## src/rtl/ipf_pkg.sv

```systemverilog
// ----------------------------------------------------------------------------
// ipf_pkg
// Shared widths, register indexes, datapath opcodes and bundles for the
// incremental PID controller with feedforward.
// ----------------------------------------------------------------------------
`timescale 1ns / 1ps
`default_nettype none

package ipf_pkg;

  localparam int DATA_W    = 32;
  localparam int COEF_W    = 16;
  localparam int COEF_FRAC = 12;
  localparam int NUM_X     = 4;
  localparam int IN_W      = 7 * DATA_W;
  localparam int IDX_W     = 3;
  localparam int CFG_W     = 64;
  localparam int CNT_W     = 2;

  localparam int PRED_W = 39;
  localparam int B_W    = 40;
  localparam int LO_W   = 20;
  localparam int MB_W   = B_W - LO_W + 1;
  localparam int PROD_W = DATA_W + MB_W;
  localparam int TERM_W = DATA_W + B_W + 1;
  localparam int SAT_W  = 48;
  localparam int ACC_W  = SAT_W + 3;

  localparam logic [IDX_W-1:0] REG_P_GAIN        = 3'd0;
  localparam logic [IDX_W-1:0] REG_I_GAIN        = 3'd1;
  localparam logic [IDX_W-1:0] REG_D_GAIN        = 3'd2;
  localparam logic [IDX_W-1:0] REG_FF_GAIN       = 3'd3;
  localparam logic [IDX_W-1:0] REG_ROW_COEFS     = 3'd4;
  localparam logic [IDX_W-1:0] REG_OUT_MIN       = 3'd5;
  localparam logic [IDX_W-1:0] REG_OUT_MAX       = 3'd6;
  localparam logic [IDX_W-1:0] REG_CONTROL_INDEX = 3'd7;

  localparam logic [3:0] OP_NOP  = 4'd0;
  localparam logic [3:0] OP_LOAD = 4'd1;
  localparam logic [3:0] OP_INIT = 4'd2;
  localparam logic [3:0] OP_PMUL = 4'd3;
  localparam logic [3:0] OP_PADD = 4'd4;
  localparam logic [3:0] OP_BSEL = 4'd5;
  localparam logic [3:0] OP_MLO  = 4'd6;
  localparam logic [3:0] OP_MHI  = 4'd7;
  localparam logic [3:0] OP_THI  = 4'd8;
  localparam logic [3:0] OP_TACC = 4'd9;
  localparam logic [3:0] OP_FIN  = 4'd10;
  localparam logic [3:0] OP_HOLD = 4'd11;

  // term order shared by operand and gain select
  localparam logic [CNT_W-1:0] TERM_FF = 2'd0;
  localparam logic [CNT_W-1:0] TERM_I  = 2'd1;
  localparam logic [CNT_W-1:0] TERM_P  = 2'd2;
  localparam logic [CNT_W-1:0] TERM_D  = 2'd3;

  typedef struct packed {
    logic [DATA_W-1:0] p_gain;
    logic [DATA_W-1:0] i_gain;
    logic [DATA_W-1:0] d_gain;
    logic [DATA_W-1:0] ff_gain;
    logic [CFG_W-1:0]  row_coefs;
    logic [DATA_W-1:0] out_min;
    logic [DATA_W-1:0] out_max;
    logic [1:0]        control_index;
  } cfg_t;

  typedef struct packed {
    logic [3:0]       op;
    logic [CNT_W-1:0] idx;
  } cmd_t;

  typedef struct packed {
    logic is_new;
  } status_t;

endpackage

`default_nettype wire

```

## src/rtl/ipf_regs.sv

```systemverilog
// ----------------------------------------------------------------------------
// ipf_regs
// Configuration register file, written through a valid/ready channel.
// ----------------------------------------------------------------------------
`timescale 1ns / 1ps
`default_nettype none

module ipf_regs (
  input  wire logic                        clk,
  input  wire logic                        rst,
  input  wire logic                        cfg_valid,
  output logic                             cfg_ready,
  input  wire logic [ipf_pkg::IDX_W-1:0]   cfg_index,
  input  wire logic [ipf_pkg::CFG_W-1:0]   cfg_data,
  output ipf_pkg::cfg_t                    cfg
);

  assign cfg_ready = 1'b1;

  always_ff @(posedge clk) begin
    if (rst) begin
      cfg.p_gain        <= '0;
      cfg.i_gain        <= '0;
      cfg.d_gain        <= '0;
      cfg.ff_gain       <= '0;
      cfg.row_coefs     <= '0;
      cfg.out_min       <= 32'h8000_0000;
      cfg.out_max       <= 32'h7FFF_FFFF;
      cfg.control_index <= '0;
    end else if (cfg_valid) begin
      unique case (cfg_index)
        ipf_pkg::REG_P_GAIN:        cfg.p_gain        <= cfg_data[ipf_pkg::DATA_W-1:0];
        ipf_pkg::REG_I_GAIN:        cfg.i_gain        <= cfg_data[ipf_pkg::DATA_W-1:0];
        ipf_pkg::REG_D_GAIN:        cfg.d_gain        <= cfg_data[ipf_pkg::DATA_W-1:0];
        ipf_pkg::REG_FF_GAIN:       cfg.ff_gain       <= cfg_data[ipf_pkg::DATA_W-1:0];
        ipf_pkg::REG_ROW_COEFS:     cfg.row_coefs     <= cfg_data;
        ipf_pkg::REG_OUT_MIN:       cfg.out_min       <= cfg_data[ipf_pkg::DATA_W-1:0];
        ipf_pkg::REG_OUT_MAX:       cfg.out_max       <= cfg_data[ipf_pkg::DATA_W-1:0];
        ipf_pkg::REG_CONTROL_INDEX: cfg.control_index <= cfg_data[1:0];
        default: ;
      endcase
    end
  end

endmodule

`default_nettype wire

```

## src/rtl/ipf_ctrl.sv

```systemverilog
// ----------------------------------------------------------------------------
// ipf_ctrl
// Sequencer: for a new step, steps the shared multiplier through the row sum and
// the four gain terms; then, or at once for a held step, loads the output register.
// ----------------------------------------------------------------------------
`timescale 1ns / 1ps
`default_nettype none

module ipf_ctrl #(
  parameter int STATE_COUNT = 4
) (
  input  wire logic              clk,
  input  wire logic              rst,
  input  wire logic              in_valid,
  output logic                   in_ready,
  output logic                   out_valid,
  input  wire logic              out_ready,
  input  wire ipf_pkg::status_t  status,
  output ipf_pkg::cmd_t          cmd
);

  localparam logic [3:0] S_IDLE   = 4'd0;
  localparam logic [3:0] S_DECIDE = 4'd1;
  localparam logic [3:0] S_PMUL   = 4'd2;
  localparam logic [3:0] S_PADD   = 4'd3;
  localparam logic [3:0] S_BSEL   = 4'd4;
  localparam logic [3:0] S_MLO    = 4'd5;
  localparam logic [3:0] S_MHI    = 4'd6;
  localparam logic [3:0] S_THI    = 4'd7;
  localparam logic [3:0] S_TACC   = 4'd8;
  localparam logic [3:0] S_FIN    = 4'd9;

  localparam logic [ipf_pkg::CNT_W-1:0] LAST_X = ipf_pkg::CNT_W'(STATE_COUNT - 1);

  logic [3:0]                state, state_next;
  logic [ipf_pkg::CNT_W-1:0] cnt, cnt_next;
  logic                      out_valid_next;
  logic                      out_free;

  assign in_ready = (state == S_IDLE);
  assign out_free = !out_valid || out_ready;

  always_comb begin
    state_next     = state;
    cnt_next       = cnt;
    out_valid_next = out_valid && !out_ready;
    cmd.op         = ipf_pkg::OP_NOP;
    cmd.idx        = cnt;
    unique case (state)
      S_IDLE: begin
        if (in_valid) begin
          cmd.op     = ipf_pkg::OP_LOAD;
          state_next = S_DECIDE;
        end
      end
      S_DECIDE: begin
        cnt_next = '0;
        if (status.is_new) begin
          cmd.op     = ipf_pkg::OP_INIT;
          state_next = S_PMUL;
        end else begin
          state_next = S_FIN;
        end
      end
      S_PMUL: begin
        cmd.op     = ipf_pkg::OP_PMUL;
        state_next = S_PADD;
      end
      S_PADD: begin
        cmd.op = ipf_pkg::OP_PADD;
        if (cnt == LAST_X) begin
          cnt_next   = '0;
          state_next = S_BSEL;
        end else begin
          cnt_next   = cnt + 1'b1;
          state_next = S_PMUL;
        end
      end
      S_BSEL: begin
        cmd.op     = ipf_pkg::OP_BSEL;
        state_next = S_MLO;
      end
      S_MLO: begin
        cmd.op     = ipf_pkg::OP_MLO;
        state_next = S_MHI;
      end
      S_MHI: begin
        cmd.op     = ipf_pkg::OP_MHI;
        state_next = S_THI;
      end
      S_THI: begin
        cmd.op     = ipf_pkg::OP_THI;
        state_next = S_TACC;
      end
      S_TACC: begin
        cmd.op = ipf_pkg::OP_TACC;
        if (cnt == ipf_pkg::TERM_D) begin
          state_next = S_FIN;
        end else begin
          cnt_next   = cnt + 1'b1;
          state_next = S_BSEL;
        end
      end
      S_FIN: begin
        if (out_free) begin
          cmd.op         = status.is_new ? ipf_pkg::OP_FIN : ipf_pkg::OP_HOLD;
          out_valid_next = 1'b1;
          state_next     = S_IDLE;
        end
      end
      default: begin
        state_next = S_IDLE;
      end
    endcase
  end

  always_ff @(posedge clk) begin
    if (rst) begin
      state     <= S_IDLE;
      cnt       <= '0;
      out_valid <= 1'b0;
    end else begin
      state     <= state_next;
      cnt       <= cnt_next;
      out_valid <= out_valid_next;
    end
  end

`ifndef SYNTH
  a_idle_waits: assert property (@(posedge clk) disable iff (rst)
    (state == S_IDLE && !in_valid) |=> (state == S_IDLE))
    else $error("sequencer left idle without a transaction");

  a_no_overwrite: assert property (@(posedge clk) disable iff (rst)
    (cmd.op == ipf_pkg::OP_FIN || cmd.op == ipf_pkg::OP_HOLD) |-> out_free)
    else $error("output register loaded while holding an untaken result");

  a_result_follows: assert property (@(posedge clk) disable iff (rst)
    (cmd.op == ipf_pkg::OP_FIN || cmd.op == ipf_pkg::OP_HOLD) |=> out_valid)
    else $error("result not presented after finish");

  a_row_bound: assert property (@(posedge clk) disable iff (rst)
    (state == S_PMUL || state == S_PADD) |-> (cnt <= LAST_X))
    else $error("row index beyond state count");
`endif

endmodule

`default_nettype wire

```

## src/rtl/ipf_dp.sv

```systemverilog
// ----------------------------------------------------------------------------
// ipf_dp
// Datapath: input capture, shared 32x21 multiplier, prediction, term and
// output accumulators, clamp and controller history.
// ----------------------------------------------------------------------------
`timescale 1ns / 1ps
`default_nettype none

module ipf_dp #(
  parameter int FRAC_BITS = 16
) (
  input  wire logic                        clk,
  input  wire logic                        rst,
  input  wire ipf_pkg::cmd_t               cmd,
  input  wire ipf_pkg::cfg_t               cfg,
  input  wire logic [ipf_pkg::IN_W-1:0]    in_data,
  output ipf_pkg::status_t                 status,
  output logic [ipf_pkg::DATA_W-1:0]       out_value,
  output logic                             out_updated
);

  localparam int DW = ipf_pkg::DATA_W;

  logic [DW-1:0]                    step_q;
  logic signed [DW-1:0]             ref_q, fref_q, xs_q;
  logic signed [DW-1:0]             x_q [ipf_pkg::NUM_X];
  logic signed [ipf_pkg::PRED_W-1:0] pred;
  logic signed [ipf_pkg::B_W-1:0]   b;
  logic signed [ipf_pkg::PROD_W-1:0] prod;
  logic signed [ipf_pkg::TERM_W-1:0] term;
  logic signed [ipf_pkg::ACC_W-1:0] acc;
  logic signed [DW-1:0]             e_q;

  logic signed [DW-1:0] prev_output, err_prev, err_prev2;
  logic [DW-1:0]        last_step;

  logic signed [DW-1:0]              x_sel, gain, mul_a;
  logic signed [ipf_pkg::MB_W-1:0]   mul_b;
  logic signed [ipf_pkg::PROD_W-1:0] mul_p;
  logic signed [ipf_pkg::COEF_W-1:0] coef;
  logic signed [DW:0]                diff;
  logic signed [DW-1:0]              e_new;
  logic signed [ipf_pkg::B_W-1:0]    b_next;
  logic signed [ipf_pkg::B_W-1:0]    b_sel_final;
  logic signed [ipf_pkg::TERM_W-1:0] term_sh;
  logic signed [ipf_pkg::SAT_W-1:0]  term_sat;
  logic signed [ipf_pkg::ACC_W-1:0]  prev_ext;
  logic [DW-1:0]                     u_fin, u_hold;

  function automatic logic signed [ipf_pkg::B_W-1:0] ext_b(input logic signed [DW-1:0] v);
    ext_b = {{(ipf_pkg::B_W-DW){v[DW-1]}}, v};
  endfunction

  function automatic logic [DW-1:0] clamp_u(input logic signed [ipf_pkg::ACC_W-1:0] v,
                                            input logic [DW-1:0] mn,
                                            input logic [DW-1:0] mx);
    logic signed [ipf_pkg::ACC_W-1:0] mne, mxe;
    mne = {{(ipf_pkg::ACC_W-DW){mn[DW-1]}}, mn};
    mxe = {{(ipf_pkg::ACC_W-DW){mx[DW-1]}}, mx};
    if (v > mxe) clamp_u = mx;
    else if (v < mne) clamp_u = mn;
    else clamp_u = v[DW-1:0];
  endfunction

  assign status.is_new = (step_q != last_step);

  always_comb begin
    case (cfg.control_index)
      2'd0:    x_sel = in_data[4*DW-1:3*DW];
      2'd1:    x_sel = in_data[5*DW-1:4*DW];
      2'd2:    x_sel = in_data[6*DW-1:5*DW];
      default: x_sel = in_data[7*DW-1:6*DW];
    endcase
  end

  always_comb begin
    case (cmd.idx)
      ipf_pkg::TERM_FF: gain = cfg.ff_gain;
      ipf_pkg::TERM_I:  gain = cfg.i_gain;
      ipf_pkg::TERM_P:  gain = cfg.p_gain;
      default:          gain = cfg.d_gain;
    endcase
  end

  assign coef = cfg.row_coefs[cmd.idx*ipf_pkg::COEF_W +: ipf_pkg::COEF_W];

  always_comb begin
    mul_a = gain;
    mul_b = '0;
    case (cmd.op)
      ipf_pkg::OP_PMUL: begin
        mul_a = x_q[0];
        mul_b = {{(ipf_pkg::MB_W-ipf_pkg::COEF_W){coef[ipf_pkg::COEF_W-1]}}, coef};
      end
      ipf_pkg::OP_MLO: mul_b = {1'b0, b[ipf_pkg::LO_W-1:0]};
      ipf_pkg::OP_MHI: mul_b = {b[ipf_pkg::B_W-1], b[ipf_pkg::B_W-1:ipf_pkg::LO_W]};
      default: ;
    endcase
  end

  assign mul_p = mul_a * mul_b;

  assign diff  = {ref_q[DW-1], ref_q} - {xs_q[DW-1], xs_q};
  assign e_new = (diff[DW] != diff[DW-1]) ? {diff[DW], {(DW-1){~diff[DW]}}} : diff[DW-1:0];

  // feedforward operand: forward reference minus prediction
  assign b_next = ext_b(fref_q) -
                  {{(ipf_pkg::B_W-ipf_pkg::PRED_W){pred[ipf_pkg::PRED_W-1]}}, pred};

  // operand for the selected term
  always_comb begin
    case (cmd.idx)
      ipf_pkg::TERM_FF: b_sel_final = b_next;
      ipf_pkg::TERM_I:  b_sel_final = ext_b(e_q);
      ipf_pkg::TERM_P:  b_sel_final = ext_b(e_q) - ext_b(err_prev);
      default: b_sel_final = ext_b(e_q) - (ext_b(err_prev) <<< 1) + ext_b(err_prev2);
    endcase
  end

  // floor of the exact product, then 48-bit saturation
  assign term_sh = term >>> FRAC_BITS;
  always_comb begin
    if (&term_sh[ipf_pkg::TERM_W-1:ipf_pkg::SAT_W-1] ||
        ~|term_sh[ipf_pkg::TERM_W-1:ipf_pkg::SAT_W-1]) begin
      term_sat = term_sh[ipf_pkg::SAT_W-1:0];
    end else begin
      term_sat = {term_sh[ipf_pkg::TERM_W-1], {(ipf_pkg::SAT_W-1){~term_sh[ipf_pkg::TERM_W-1]}}};
    end
  end

  assign prev_ext = {{(ipf_pkg::ACC_W-DW){prev_output[DW-1]}}, prev_output};
  // clamping the unsaturated sum gives the same result as 48-bit saturation first
  assign u_fin    = clamp_u(acc, cfg.out_min, cfg.out_max);
  assign u_hold   = clamp_u(prev_ext, cfg.out_min, cfg.out_max);

  // working registers
  always_ff @(posedge clk) begin
    case (cmd.op)
      ipf_pkg::OP_LOAD: begin
        step_q <= in_data[DW-1:0];
        ref_q  <= in_data[2*DW-1:DW];
        fref_q <= in_data[3*DW-1:2*DW];
        xs_q   <= x_sel;
        for (int i = 0; i < ipf_pkg::NUM_X; i++) begin
          x_q[i] <= in_data[(i+3)*DW +: DW];
        end
      end
      ipf_pkg::OP_INIT: begin
        e_q  <= e_new;
        pred <= {{(ipf_pkg::PRED_W-DW){xs_q[DW-1]}}, xs_q};
        acc  <= prev_ext;
      end
      ipf_pkg::OP_PMUL: begin
        prod <= mul_p;
        for (int i = 0; i < ipf_pkg::NUM_X - 1; i++) begin
          x_q[i] <= x_q[i+1];
        end
        x_q[ipf_pkg::NUM_X-1] <= x_q[0];
      end
      ipf_pkg::OP_PADD: begin
        pred <= pred + ipf_pkg::PRED_W'(prod >>> ipf_pkg::COEF_FRAC);
      end
      ipf_pkg::OP_BSEL: b <= b_sel_final;
      ipf_pkg::OP_MLO: prod <= mul_p;
      ipf_pkg::OP_MHI: begin
        prod <= mul_p;
        term <= {{(ipf_pkg::TERM_W-ipf_pkg::PROD_W){prod[ipf_pkg::PROD_W-1]}}, prod};
      end
      ipf_pkg::OP_THI: begin
        term <= term + ({{(ipf_pkg::TERM_W-ipf_pkg::PROD_W){prod[ipf_pkg::PROD_W-1]}}, prod}
                        <<< ipf_pkg::LO_W);
      end
      ipf_pkg::OP_TACC: begin
        acc <= acc + {{(ipf_pkg::ACC_W-ipf_pkg::SAT_W){term_sat[ipf_pkg::SAT_W-1]}}, term_sat};
      end
      default: ;
    endcase
  end

  always_ff @(posedge clk) begin
    if (rst) begin
      prev_output <= '0;
      err_prev    <= '0;
      err_prev2   <= '0;
      last_step   <= '0;
    end else begin
      case (cmd.op)
        ipf_pkg::OP_FIN: begin
          prev_output <= u_fin;
          err_prev2   <= err_prev;
          err_prev    <= e_q;
          last_step   <= step_q;
        end
        ipf_pkg::OP_HOLD: prev_output <= u_hold;
        default: ;
      endcase
    end
  end

  always_ff @(posedge clk) begin
    case (cmd.op)
      ipf_pkg::OP_FIN: begin
        out_value   <= u_fin;
        out_updated <= 1'b1;
      end
      ipf_pkg::OP_HOLD: begin
        out_value   <= u_hold;
        out_updated <= 1'b0;
      end
      default: ;
    endcase
  end

endmodule

`default_nettype wire

```

## src/rtl/incremental_pid_feedforward_top.sv

```systemverilog
// ----------------------------------------------------------------------------
// incremental_pid_feedforward_top
// Velocity-form PID controller with model-based feedforward, Q16.16 data.
//
//   channel   dir   fields (low bit up)
//   s_axis    in    tdata: step_number, reference, forward_reference,
//                          state_0, state_1, state_2, state_3
//   m_axis    out   tdata: control_value   tuser: updated
//   cfg       in    cfg_index, cfg_data (register write)
//
// New sample: the one shared 32x21 multiplier sets the sequence, with one pass per
// row coefficient and two passes per gain term; a held sample skips the passes.
// A new input is taken only in idle, so samples do not overlap in the sequence.
// Result is on m_axis the cycle after the sequence ends; the next input is
// taken while it waits, and the sequence stalls at its end until it is taken.
// Reset: synchronous, no clearing pass.
// ----------------------------------------------------------------------------
`timescale 1ns / 1ps
`default_nettype none

module incremental_pid_feedforward_top #(
  parameter int STATE_COUNT = 4,
  parameter int FRAC_BITS   = 16
) (
  input  wire logic                        clk,
  input  wire logic                        rst,
  input  wire logic                        s_axis_tvalid,
  output logic                             s_axis_tready,
  // step_number, reference, forward_reference, state_0..state_3
  input  wire logic [ipf_pkg::IN_W-1:0]    s_axis_tdata,
  output logic                             m_axis_tvalid,
  input  wire logic                        m_axis_tready,
  // control_value
  output logic [ipf_pkg::DATA_W-1:0]       m_axis_tdata,
  // updated
  output logic [0:0]                       m_axis_tuser,
  input  wire logic                        cfg_valid,
  output logic                             cfg_ready,
  input  wire logic [ipf_pkg::IDX_W-1:0]   cfg_index,
  input  wire logic [ipf_pkg::CFG_W-1:0]   cfg_data
);

  ipf_pkg::cfg_t    cfg;
  ipf_pkg::cmd_t    cmd;
  ipf_pkg::status_t status;

  ipf_regs u_regs (
    .clk       (clk),
    .rst       (rst),
    .cfg_valid (cfg_valid),
    .cfg_ready (cfg_ready),
    .cfg_index (cfg_index),
    .cfg_data  (cfg_data),
    .cfg       (cfg)
  );

  ipf_ctrl #(
    .STATE_COUNT (STATE_COUNT)
  ) u_ctrl (
    .clk       (clk),
    .rst       (rst),
    .in_valid  (s_axis_tvalid),
    .in_ready  (s_axis_tready),
    .out_valid (m_axis_tvalid),
    .out_ready (m_axis_tready),
    .status    (status),
    .cmd       (cmd)
  );

  ipf_dp #(
    .FRAC_BITS (FRAC_BITS)
  ) u_dp (
    .clk         (clk),
    .rst         (rst),
    .cmd         (cmd),
    .cfg         (cfg),
    .in_data     (s_axis_tdata),
    .status      (status),
    .out_value   (m_axis_tdata),
    .out_updated (m_axis_tuser[0])
  );

endmodule

`default_nettype wire

```

## config.mk

```make
export PLATFORM = sky130hd
export DESIGN_NAME = incremental_pid_feedforward_top
export DESIGN_NICKNAME = d
export VERILOG_FILES = /design/src/rtl/ipf_pkg.sv /design/src/rtl/ipf_regs.sv /design/src/rtl/ipf_ctrl.sv /design/src/rtl/ipf_dp.sv /design/src/rtl/incremental_pid_feedforward_top.sv
export SDC_FILE = /design/constraint.sdc
export NUM_CORES = 2
export LEC_CHECK = 0
export BUFFER_PORTS_ARGS = -buffer_cell sky130_fd_sc_hd__buf_2
export CAP_MARGIN = 20
export CORE_MARGIN = 10
export CORE_UTILIZATION = 45
export DETAILED_ROUTE_END_ITERATION = 6
export PLACE_DENSITY = 0.64
export SLEW_MARGIN = 20
export SYNTH_ARGS = -nofsm -noshare
export SYNTH_HDL_FRONTEND = slang
export SYNTH_SLANG_ARGS = --single-unit
```

## constraint.sdc

```tcl
create_clock -name clk -period 26.6 [get_ports clk]
set_input_delay 5.32 -clock clk [delete_from_list [all_inputs] [get_ports clk]]
set_output_delay 5.32 -clock clk [all_outputs]
set_load 0.1 [all_outputs]
```

==> impl_metrics.tcl <==
set metrics [dict create \
    status "finished, violations left" \
    violations "DRC" \
    track_usage_pct 27.6 \
    switching_share_pct 33.2 \
    power.total_mw 4.44 \
    finalWirelength_um 281000 \
    worst-path-max-fanout 28 \
    irDropWorstVdd_v 0.0000485 \
    synth_top_area_share_pct 20.8 \
    ys_ff_latch 954 \
    start_util_pct 45.3 \
    clock-sinks 954 \
    yosysMostFrequentCell "nand2_1" \
    cts_hold_buf 0 \
    yosysSeqAreaShare_pct 30.5 \
    timing.final.ws_setup_ns 16.23 \
    antenna_found_initial 20 \
    root_buffer "clkbuf_16" \
    hold_path_class "reg -> reg" \
    grt_max_degree 162 \
    postLayoutCoreUtil_pct 49.7 \
    chipWidth_um 444 \
    cts_buffer_depth 3 \
    detail-route-antenna-nets 0 \
    clkTransAtPathRegs_ns 0.06 \
    reg2reg_depth 32 \
    fmax_mhz 96.5 \
    rsz0062_at_grt "false" \
    num_rows 155 \
    gp_congestion 0.973 \
    synth.avg_cell_area_um2 8.94 \
    synth_edf_count 561 \
    finalNonFillerCells 11700 \
    clockPowerShare_pct 34.9 \
    cap_violations 0 \
    crit_required_ns 27.10 \
    hold_ws_ns 0.454 \
    synth_common_cells "1752 x nand2_1, 1209 x inv_1, 750 x a21oi_1, 706 x fa_1, 578 x ha_1" \
    syn_nets 10600 \
    grt_overflow 0 \
    final_layout_size_suffix_gt1_share_pct 8.58 \
    placed_cell_area_um2 85100 \
    postCtsSetupRepairBufs 0 \
    tightest_slew_ns 1.13 \
    fin_worst_skew_ns 0.0625 \
    fp.coreArea_um2 179000 \
    ctsResizeCount 0 \
    dieArea_um2 197000 \
    relSlewSlack_pct 24.9 \
    syn_to_final_growth_pct 9.68 \
    wl_per_cell_um 24.1 \
    viasPerCell 5.75 \
    vias 67000 \
    synthCells 9059 \
    p_comb_share_pct 24.8 \
    critPathArrivalTime_ns 10.87 \
    synth_ff_type "edfxtp_1" \
    drt-pass1-iter-count 7 \
    switchingPower_mw 1.48 \
    die_h_um 444 \
    fin_crit_ns 10.37 \
    slowest_delay_ns 0.70 \
    synthTopCellsByArea "edfxtp_1 21%, fa_1 17%, dfxtp_1 9.7%, ha_1 8.9%, nand2_1 8.1%" \
    final_nets 10800 \
    io_pins 332 \
    slowest_stage "a221oi_1" \
    drtIter0Drc 6882 \
    syn-cell-area_um2 81000 \
    placed_cells 11400 \
    final_cell_area_um2 88800 \
    clock_latency_ns 0.78 \
    grt_first_pass_wirelength_um 418000 \
    dpl_worst_slack_ns 16.37 \
    finalCritPeriodShare_pct 39.0 \
    async_flop_share_pct 0 \
    leakagePower_nw 39.6 \
    dp.final_hpwl_um 221000 \
    h-tree-depth 3 \
    internal-power_mw 2.97 \
    startpoint_type "flop" \
    hold_viol_final 0 \
    cts_tree "done" \
    p_seq_share_pct 40.2 \
    power_density_nw_per_um2 50.0 \
    slew_viol_final 0 \
    drc 2 \
    hold_path_depth 2 \
    grt_pass1_vias 65600 \
    criticalPathCategory "reg -> reg" \
    setup_violations 0 \
    yosysWarnings 0 \
    synth_top_area_cell "edfxtp_1" \
    ys_types 106 \
    cts_buffers 106 \
    cp-end-kind "flop" \
    fin_setup_tns_ns 0 \
    portBuffers 330 \
]
[layout make-up]
cell class                      count  area [um2]
Clock inverter                     58         669
Clock buffer                      143        3020
Inverter                         1211        4550
Sequential cell                   954       24700
Timing Repair Buffer              439        2520
Antenna cell                       12        30.0
Tap cell                         2355        2950
Fill cell                       16900       90000
Multi-Input combinational cell   6491       50400
[placed cells by master, fill, tap and decap left out, drive strengths merged, types with 17 or more instances in the layout]
| master | netlist | layout |
|---|---|---|
| nand2 | 1753 | 1753 |
| inv | 1209 | 1217 |
| a21oi | 755 | 755 |
| fa | 706 | 706 |
| ha | 578 | 578 |
| edfxtp | 561 | 561 |
| nor2 | 518 | 518 |
| o21ai | 440 | 440 |
| buf | 45 | 439 |
| dfxtp | 393 | 393 |
| a21o | 197 | 197 |
| xnor2 | 172 | 172 |
| xor2 | 149 | 149 |
| clkbuf | 358 | 143 |
| o21a | 94 | 94 |
| nand2b | 82 | 82 |
| nand3 | 70 | 70 |
| nand4 | 67 | 67 |
| and2 | 66 | 66 |
| nor3 | 60 | 60 |
| mux2i | 54 | 54 |
| a222oi | 53 | 53 |
| a221oi | 51 | 51 |
| nor2b | 49 | 49 |
| mux4 | 45 | 45 |
| a31oi | 44 | 44 |
| a211oi | 40 | 40 |
| nand3b | 38 | 38 |
| clkinv | 2 | 38 |
| o21bai | 37 | 37 |
| nor3b | 36 | 36 |
| and3 | 30 | 30 |
| o31ai | 29 | 29 |
| o211ai | 28 | 28 |
| or2 | 18 | 18 |
| nor4 | 17 | 17 |
[power groups by stage]
stage | sequential [mW] | combinational [mW] | clock (mW)
floorplan | 1.78 | 0.744 | 0
global placement | 1.82 | 1.06 | 0
detailed placement | 1.82 | 1.08 | 0
CTS | 1.79 | 1.08 | 1.58
global route | 1.79 | 1.20 | 1.63
finish | 1.79 | 1.10 | 1.55
[state kept, by name, summed over array words and instances (netlist names)]
| register | count |
|---|---|
| u_dp.fref_q | 32 |
| u_dp.prod | 53 |
| u_dp.e_q | 32 |
| u_dp.x_q | 128 |
| u_dp.term | 57 |
| u_dp.pred | 39 |
| u_dp.out_updated | 1 |
| u_ctrl.out_valid | 1 |
| u_ctrl.cnt | 2 |
| u_dp.err_prev2 | 32 |
| u_dp.step_q | 32 |
| u_dp.prev_output | 32 |
| u_dp.out_value | 32 |
| u_dp.b | 40 |
| u_dp.xs_q | 32 |
| u_regs.cfg | 258 |
| u_dp.err_prev | 32 |
| u_ctrl.state | 4 |
| u_dp.acc | 51 |
| u_dp.last_step | 32 |
| u_dp.ref_q | 32 |
[worst paths after layout]
check	from	to	slack [ns]
worst min register to register	u_dp.err_prev2[20]$_SDFFE_PP0P_	u_dp.err_prev2[20]$_SDFFE_PP0P_	0.45
worst min-delay path	u_dp.err_prev2[20]$_SDFFE_PP0P_	u_dp.err_prev2[20]$_SDFFE_PP0P_	0.45
worst max register to register	u_ctrl.cnt[0]$_SDFFE_PP0P_	u_dp.prod[52]$_DFFE_PP_	16.23
worst max-delay path	u_ctrl.cnt[0]$_SDFFE_PP0P_	u_dp.prod[52]$_DFFE_PP_	16.23
[kinds of logic after synthesis]
kind of cell / after synthesis / synth area share, %
compound gates: 1935 / 15.0
xor+xnor: 321 / 3.49
fa+ha+maj: 1290 / 26.4
buf+inv: 1614 / 7.57
flops: 954 / 30.5
mux: 104 / 2.00
other cells: 1 / 0.00463
simple gates: 2840 / 14.9
[critical path, delay by kind of cell, from the launching register on]
| family | cells | cell delay [ns] |
|---|---|---|
| buf+inv | 9 | 1.87 |
| simple gates | 3 | 0.52 |
| compound gates | 10 | 3.11 |
| mux | 1 | 0.62 |
| flops | 1 | 0.49 |
| fa+ha+maj | 8 | 3.38 |
| xor+xnor | 1 | 0.08 |
[metal layers]
metal / GRT usage [%] / up-vias / wire (um)
met4: 14.3 / 2 / 17000
met3: 3.98 / 588 / 20100
met2: 44.4 / 2648 / 129000
met5: 0 / - / 11
li1: - / 30600 / -
met1: 36.2 / 33200 / 115000
Power figures use the tool's default switching activity.
